### src/hdl/nca_pkg.sv
// Shared constants, codes and beat types of the nearest-centroid block.
// Used by every module of the block but nca_ram; depends on nothing.
package nca_pkg;

    localparam int MAX_CLUSTERS = 64;
    localparam int MAX_DIM      = 256;
    localparam int VALUE_BITS   = 16;

    localparam int CL_W   = $clog2(MAX_CLUSTERS);
    localparam int EL_W   = $clog2(MAX_DIM);
    localparam int NCL_W  = 7;
    localparam int DIST_W = 48;
    localparam int POP_W  = 24;
    localparam int PN_W   = 32;
    localparam int SQ_W   = 2 * VALUE_BITS + 1;

    localparam int S_TDATA_W = 32;
    localparam int M_TDATA_W = 112;

    localparam logic [DIST_W-1:0] DIST_MAX = {DIST_W{1'b1}};
    localparam logic [POP_W-1:0]  POP_MAX  = {POP_W{1'b1}};
    localparam logic [NCL_W-1:0]  NUM_CLUSTERS_RESET = NCL_W'(MAX_CLUSTERS);

    typedef enum logic {
        OP_LOAD  = 1'b0,
        OP_POINT = 1'b1
    } nca_op_t;

    // One beat travelling down the row of cells, with the running minimum.
    typedef struct packed {
        logic                         valid;
        nca_op_t                      op;
        logic [CL_W-1:0]              cl;
        logic [EL_W-1:0]              el;
        logic signed [VALUE_BITS-1:0] val;
        logic                         last;
        logic [CL_W-1:0]              best_idx;
        logic [DIST_W-1:0]            best_dist;
    } nca_beat_t;

    // Result item, last field in the lowest bits.
    typedef struct packed {
        logic [POP_W-1:0]  cluster_population;
        logic [PN_W-1:0]   point_number;
        logic [DIST_W-1:0] min_distance;
        logic [CL_W-1:0]   best_cluster;
    } nca_result_t;

endpackage

### src/hdl/nca_ram.sv
// Generic single-write, single-read RAM with a registered read port.
// Stands alone; used for centroid storage and population counts.
module nca_ram #(
    parameter int WIDTH = 16,
    parameter int DEPTH = 256
) (
    input  logic                     clk,
    input  logic                     we,
    input  logic [$clog2(DEPTH)-1:0] waddr,
    input  logic [WIDTH-1:0]         wdata,
    input  logic                     re,
    input  logic [$clog2(DEPTH)-1:0] raddr,
    output logic [WIDTH-1:0]         rdata
);

    logic [WIDTH-1:0] mem [DEPTH];

    always_ff @(posedge clk) begin
        if (we) begin
            mem[waddr] <= wdata;
        end
        if (re) begin
            rdata <= mem[raddr];
        end
    end

endmodule

### src/hdl/nca_tally.sv
// Tail of the row: population counts, point counter and result assembly.
// Depends on nca_pkg and nca_ram.
module nca_tally (
    input  logic                aclk,
    input  logic                aresetn,
    input  logic                enable,
    input  nca_pkg::nca_beat_t  beat_in,
    output logic                res_valid,
    output nca_pkg::nca_result_t res
);
    import nca_pkg::*;

    logic                    take;
    logic [POP_W-1:0]        pop_rdata;
    logic [MAX_CLUSTERS-1:0] pop_vld_reg;
    logic                    t1_valid_reg;
    logic [CL_W-1:0]         t1_idx_reg;
    logic [DIST_W-1:0]       t1_dist_reg;
    logic                    t1_vld_reg;
    logic                    wr_valid_reg;
    logic [CL_W-1:0]         wr_idx_reg;
    logic [POP_W-1:0]        wr_val_reg;
    logic [PN_W-1:0]         pcount_reg;
    logic [POP_W-1:0]        pop_old;
    logic [POP_W-1:0]        pop_new;

    assign take = beat_in.valid && (beat_in.op == OP_POINT) && beat_in.last;

    nca_ram #(
        .WIDTH(POP_W),
        .DEPTH(MAX_CLUSTERS)
    ) u_population (
        .clk  (aclk),
        .we   (enable && t1_valid_reg),
        .waddr(t1_idx_reg),
        .wdata(pop_new),
        .re   (enable),
        .raddr(beat_in.best_idx),
        .rdata(pop_rdata)
    );

    // The count written on the same edge as our read is not in the read data yet.
    always_comb begin
        if (wr_valid_reg && (wr_idx_reg == t1_idx_reg)) begin
            pop_old = wr_val_reg;
        end else if (t1_vld_reg) begin
            pop_old = pop_rdata;
        end else begin
            pop_old = '0;
        end
        pop_new = (pop_old == POP_MAX) ? pop_old : pop_old + POP_W'(1);
    end

    always_ff @(posedge aclk) begin
        if (!aresetn) begin
            pop_vld_reg  <= '0;
            t1_valid_reg <= 1'b0;
            wr_valid_reg <= 1'b0;
            pcount_reg   <= '0;
        end else if (enable) begin
            t1_valid_reg <= take;
            t1_idx_reg   <= beat_in.best_idx;
            t1_dist_reg  <= beat_in.best_dist;
            t1_vld_reg   <= pop_vld_reg[beat_in.best_idx];
            wr_valid_reg <= t1_valid_reg;
            wr_idx_reg   <= t1_idx_reg;
            wr_val_reg   <= pop_new;
            if (t1_valid_reg) begin
                pop_vld_reg[t1_idx_reg] <= 1'b1;
                pcount_reg              <= pcount_reg + PN_W'(1);
            end
        end
    end

    assign res_valid              = t1_valid_reg;
    assign res.best_cluster       = t1_idx_reg;
    assign res.min_distance       = t1_dist_reg;
    assign res.point_number       = pcount_reg;
    assign res.cluster_population = pop_new;

endmodule

### config.mk
export PLATFORM = sky130hd
export DESIGN_NAME = nca_tally
export DESIGN_NICKNAME = d
export VERILOG_FILES = /design/src/hdl/nca_pkg.sv /design/src/hdl/nca_ram.sv /design/src/hdl/nca_tally.sv
export SDC_FILE = /design/constraint.sdc
export NUM_CORES = 2
export LEC_CHECK = 0
export BUFFER_PORTS_ARGS = -buffer_cell sky130_fd_sc_hd__buf_2
export CAP_MARGIN = 25
export CORE_AREA = 4 4 462 464
export CTS_BUF_LIST = sky130_fd_sc_hd__clkbuf_2 sky130_fd_sc_hd__clkbuf_4 sky130_fd_sc_hd__clkbuf_8
export CTS_CLUSTER_SIZE = 8
export DETAILED_ROUTE_END_ITERATION = 10
export DIE_AREA = 0 0 466 468
export PLACE_DENSITY = 0.42
export RECOVER_POWER = 100
export SYNTH_ARGS = -nofsm -noshare
export SYNTH_HDL_FRONTEND = slang
export SYNTH_SLANG_ARGS = --single-unit
### constraint.sdc
create_clock -name aclk -period 6.4 [get_ports aclk]
set_input_delay 1.28 -clock aclk [delete_from_list [all_inputs] [get_ports aclk]]
set_output_delay 1.28 -clock aclk [all_outputs]
set_load 0.03 [all_outputs]
==> metrics.csv <==
stage,metric,value,unit
global_routing,largest net degree at the start of global routing,77,
drt,Detailed Route WL,197000,um
synthesis,ys flop type,edfxtp_1,
synthesis,Mapped Area,66700,um2
die,# IOs,201,
synthesis,"count leader, synth",edfxtp_1,
clock_network,Clock Latency Late Sink,1.01,ns
drt,Initial DRC Count,3021,
die,Chip Width,466,um
layout,final non-filler cell total,6423,
global_routing,GR Util met2,0.309,
critical_path,slowest CP cell,clkbuf_1,
sta,period utilization,0.976,
critical_path,most frequent cell on the critical path,mux4_2,
job,Max-cap violations,83,
clock_network,CTS Hold Bufs,0,
power,Worst VDD drop,0.217,mV
layout,Largest register FFs,1536,
critical_path,CP startpoint kind,input pin,
worst_hold_path,Hold Crit Start,pop_vld_reg[10],
sta,setup violators final,0,
die,Initial Utilization,0.319,
layout,layout cells sized above 1,0.317,
sta,Worst-Margin Slew,5.38,ns
sta,slew margin rel.,-2.59,
clock_network,Clock Tree Root,clkbuf_8,
sta,unrepaired setup endpoints after global routing,false,
synthesis,async set-reset flop share out of synthesis,0,
synthesis,Synth area leader,edfxtp_1,
critical_path,crit path capture type,register,
clock_network,Post-CTS Setup Bufs,0,
layout,Layout area overhead,15.8,%
global_routing,first-pass GRT wire length,273000,um
critical_path,critical-path cell list,clkbuf_1 > buf_4 > mux4_2 > mux4_2,
synthesis,Netlist cell types,46,
sta,TNS Setup,0,ns
drt,vias per cell,5.08,
worst_hold_path,Hold Crit Class,reg2reg,
clock_network,clk buf depth,4,
clock_network,total CTS buffers,321,
synthesis,Post-Synthesis Cells,2902,
clock_network,CTS tree,built,
layout,footprint of the multi-input gates,14900,um2
run_status,outcome,"complete, but fails checks",
critical_path,largest stage delay on the critical path,3.69,ns
synthesis,post-synthesis area per instance,23.0,um2
critical_path,Setup crit start,beat_in[51],
clock_network,Clock transition at path regs,0.06,ns
critical_path,Critical Path RT,7.09,ns
drt,"antenna viol nets, final",0,
clock_network,H-Tree Depth,5,
placement,DP HPWL,118000,um
synthesis,Synth top cells by count,"edfxtp_1 (1645), mux4_2 (525), dfxtp_1 (98)",
drt,DRC Markers,0,
power,Leakage Power,24.0,nW
critical_path,crit path kind,in2reg,
layout,fin nets,3488,
global_routing,GR Util All Layers,0.179,
die,Die Height,468,um
synthesis,Post-synth EDFFs,1645,
synthesis,YS warnings,0,
drt,routed len/inst,30.7,um
synthesis,"Seq/Total Area, Yosys",0.769,
critical_path,crit path DAT,6.94,ns
layout,Filler Cell Count,19100,
global_routing,number of global-route vias before repair,34700,
sta,crit path time final,6.25,ns
synthesis,Synth Net Count,2993,
synthesis,register bit count reported by yosys,1743,
global_routing,total congestion overflow,0,
global_routing,met1 Track Usage GR,0.232,
die,total die area,218000,um2
sta,final hold vios,0,
global_routing,GRT Max-Usage Layer,met2,
placement,I/O Buffers,170,
critical_path,worst r2r src,t1_vld_reg,
die,num rows,168,
synthesis,Yosys top cell area share,0.740,
layout,post-layout util,0.370,
placement,placed cells,5876,
global_routing,routing usage on met3,0.0314,
global_routing,antenna violations before repair,24,
power,P per Cell Area,307,nW/um2
run_status,failing checks,"max-capacitance violations, max-slew violations",
clock_network,CTS sink count,1743,
synthesis,most area-consuming cells after synthesis,"edfxtp_1 (74%), mux4_2 (18%), dfxtp_1 (2.9%)",
placement,Placer Congestion,0.897,
layout,Sequential Area,51400,um2
sta,Slew Limit Fails,1911,
sta,maximum clock rate,160,MHz
drt,Pre-antenna DRT Iters,5,
die,core area,209000,um2
clock_network,Resized cells post-CTS,0,
drt,Vias,32600,
critical_path,crit path max fanout,50,
sta,Clock Skew,0.0694,ns
[report_power, final]
group	internal, mW	total, mW	switching, mW
Sequential	12.6	12.6	0.0401
Combinational	0.431	1.24	0.813
Clock	5.41	9.90	4.49
Total	18.4	23.8	5.34
[per-stage QoR]
step	instance area (um2)	power, mW	hold slack, ns	setup slack [ns]
3_5_place_dp	72400	14.1	0.448	1.27
3_3_place_gp	72400	14.1	0.441	1.28
6_report	77300	23.8	0.460	0.155
4_1_cts	78300	24.2	0.325	0.162
2_1_floorplan	66800	13.6	0.435	0.537
5_1_grt	77300	24.7	0.367	0.141
[logic make-up (layout without fill, tap and decap cells)]
family / count (synthesis) / after routing / synth area share
AND/OR/NAND/NOR: 303 / 303 / 0.0224
flip-flops: 1743 / 1743 / 0.769
multiplexers: 539 / 539 / 0.179
other: 0 / 10 / 0
XOR/XNOR: 49 / 49 / 0.00643
buffers and inverters: 153 / 859 / 0.0106
AO/OA/AOI/OAI: 114 / 114 / 0.0116
adder cells (fa/ha/maj): 1 / 1 / 0.000187
[metal layers]
metal,wire length (um),part of all wire
met2,99800,0.51
met4,5850,0.030
met1,80700,0.41
met3,10900,0.055
met5,13,0.000066
[layout by cell type (no fill, tap or decap), drive strengths merged, types with 2 or more instances in the layout]
master / count
nand3b: 3
mux2: 3
nor3: 8
a221oi: 3
mux4: 525
clkinv: 89
mux2i: 11
clkinvlp: 8
nor2b: 5
nand4: 24
buf: 94
a21boi: 6
or3: 6
xor2: 14
inv: 9
or2: 3
and2: 31
nor3b: 2
o21ai: 14
dfxtp: 98
clkbuf: 658
nand2b: 2
nor2: 97
o21a: 65
and4: 4
nand3: 36
a21oi: 21
nor4: 7
diode: 10
xnor2: 35
and3: 7
o31ai: 2
nand2: 64
edfxtp: 1645
[cell type report]
class | count | area share
Antenna cell | 10 | 0.000324
Clock buffer | 435 | 0.0693
Clock inverter | 99 | 0.00604
Inverter | 8 | 0.000388
Multi-Input combinational cell | 1006 | 0.193
Sequential cell | 1743 | 0.664
Tap cell | 2805 | 0.0454
Timing Repair Buffer | 317 | 0.0216
[final timing paths]
kind | end | slack (ns) | cells after the start
hold / removal | pop_vld_reg[10] | 0.46 | 1
setup / recovery | u_population.rdata[3] | 0.15 | 4
hold reg to reg | pop_vld_reg[10] | 0.46 | 1
setup reg to reg | u_population.mem[51][22] | 0.57 | 9
[critical path: cells and delay by family]
family	cells	cell delay (ns)
buffers and inverters	2	4.49
multiplexers	2	1.05
(Power assumes the default switching activity.)
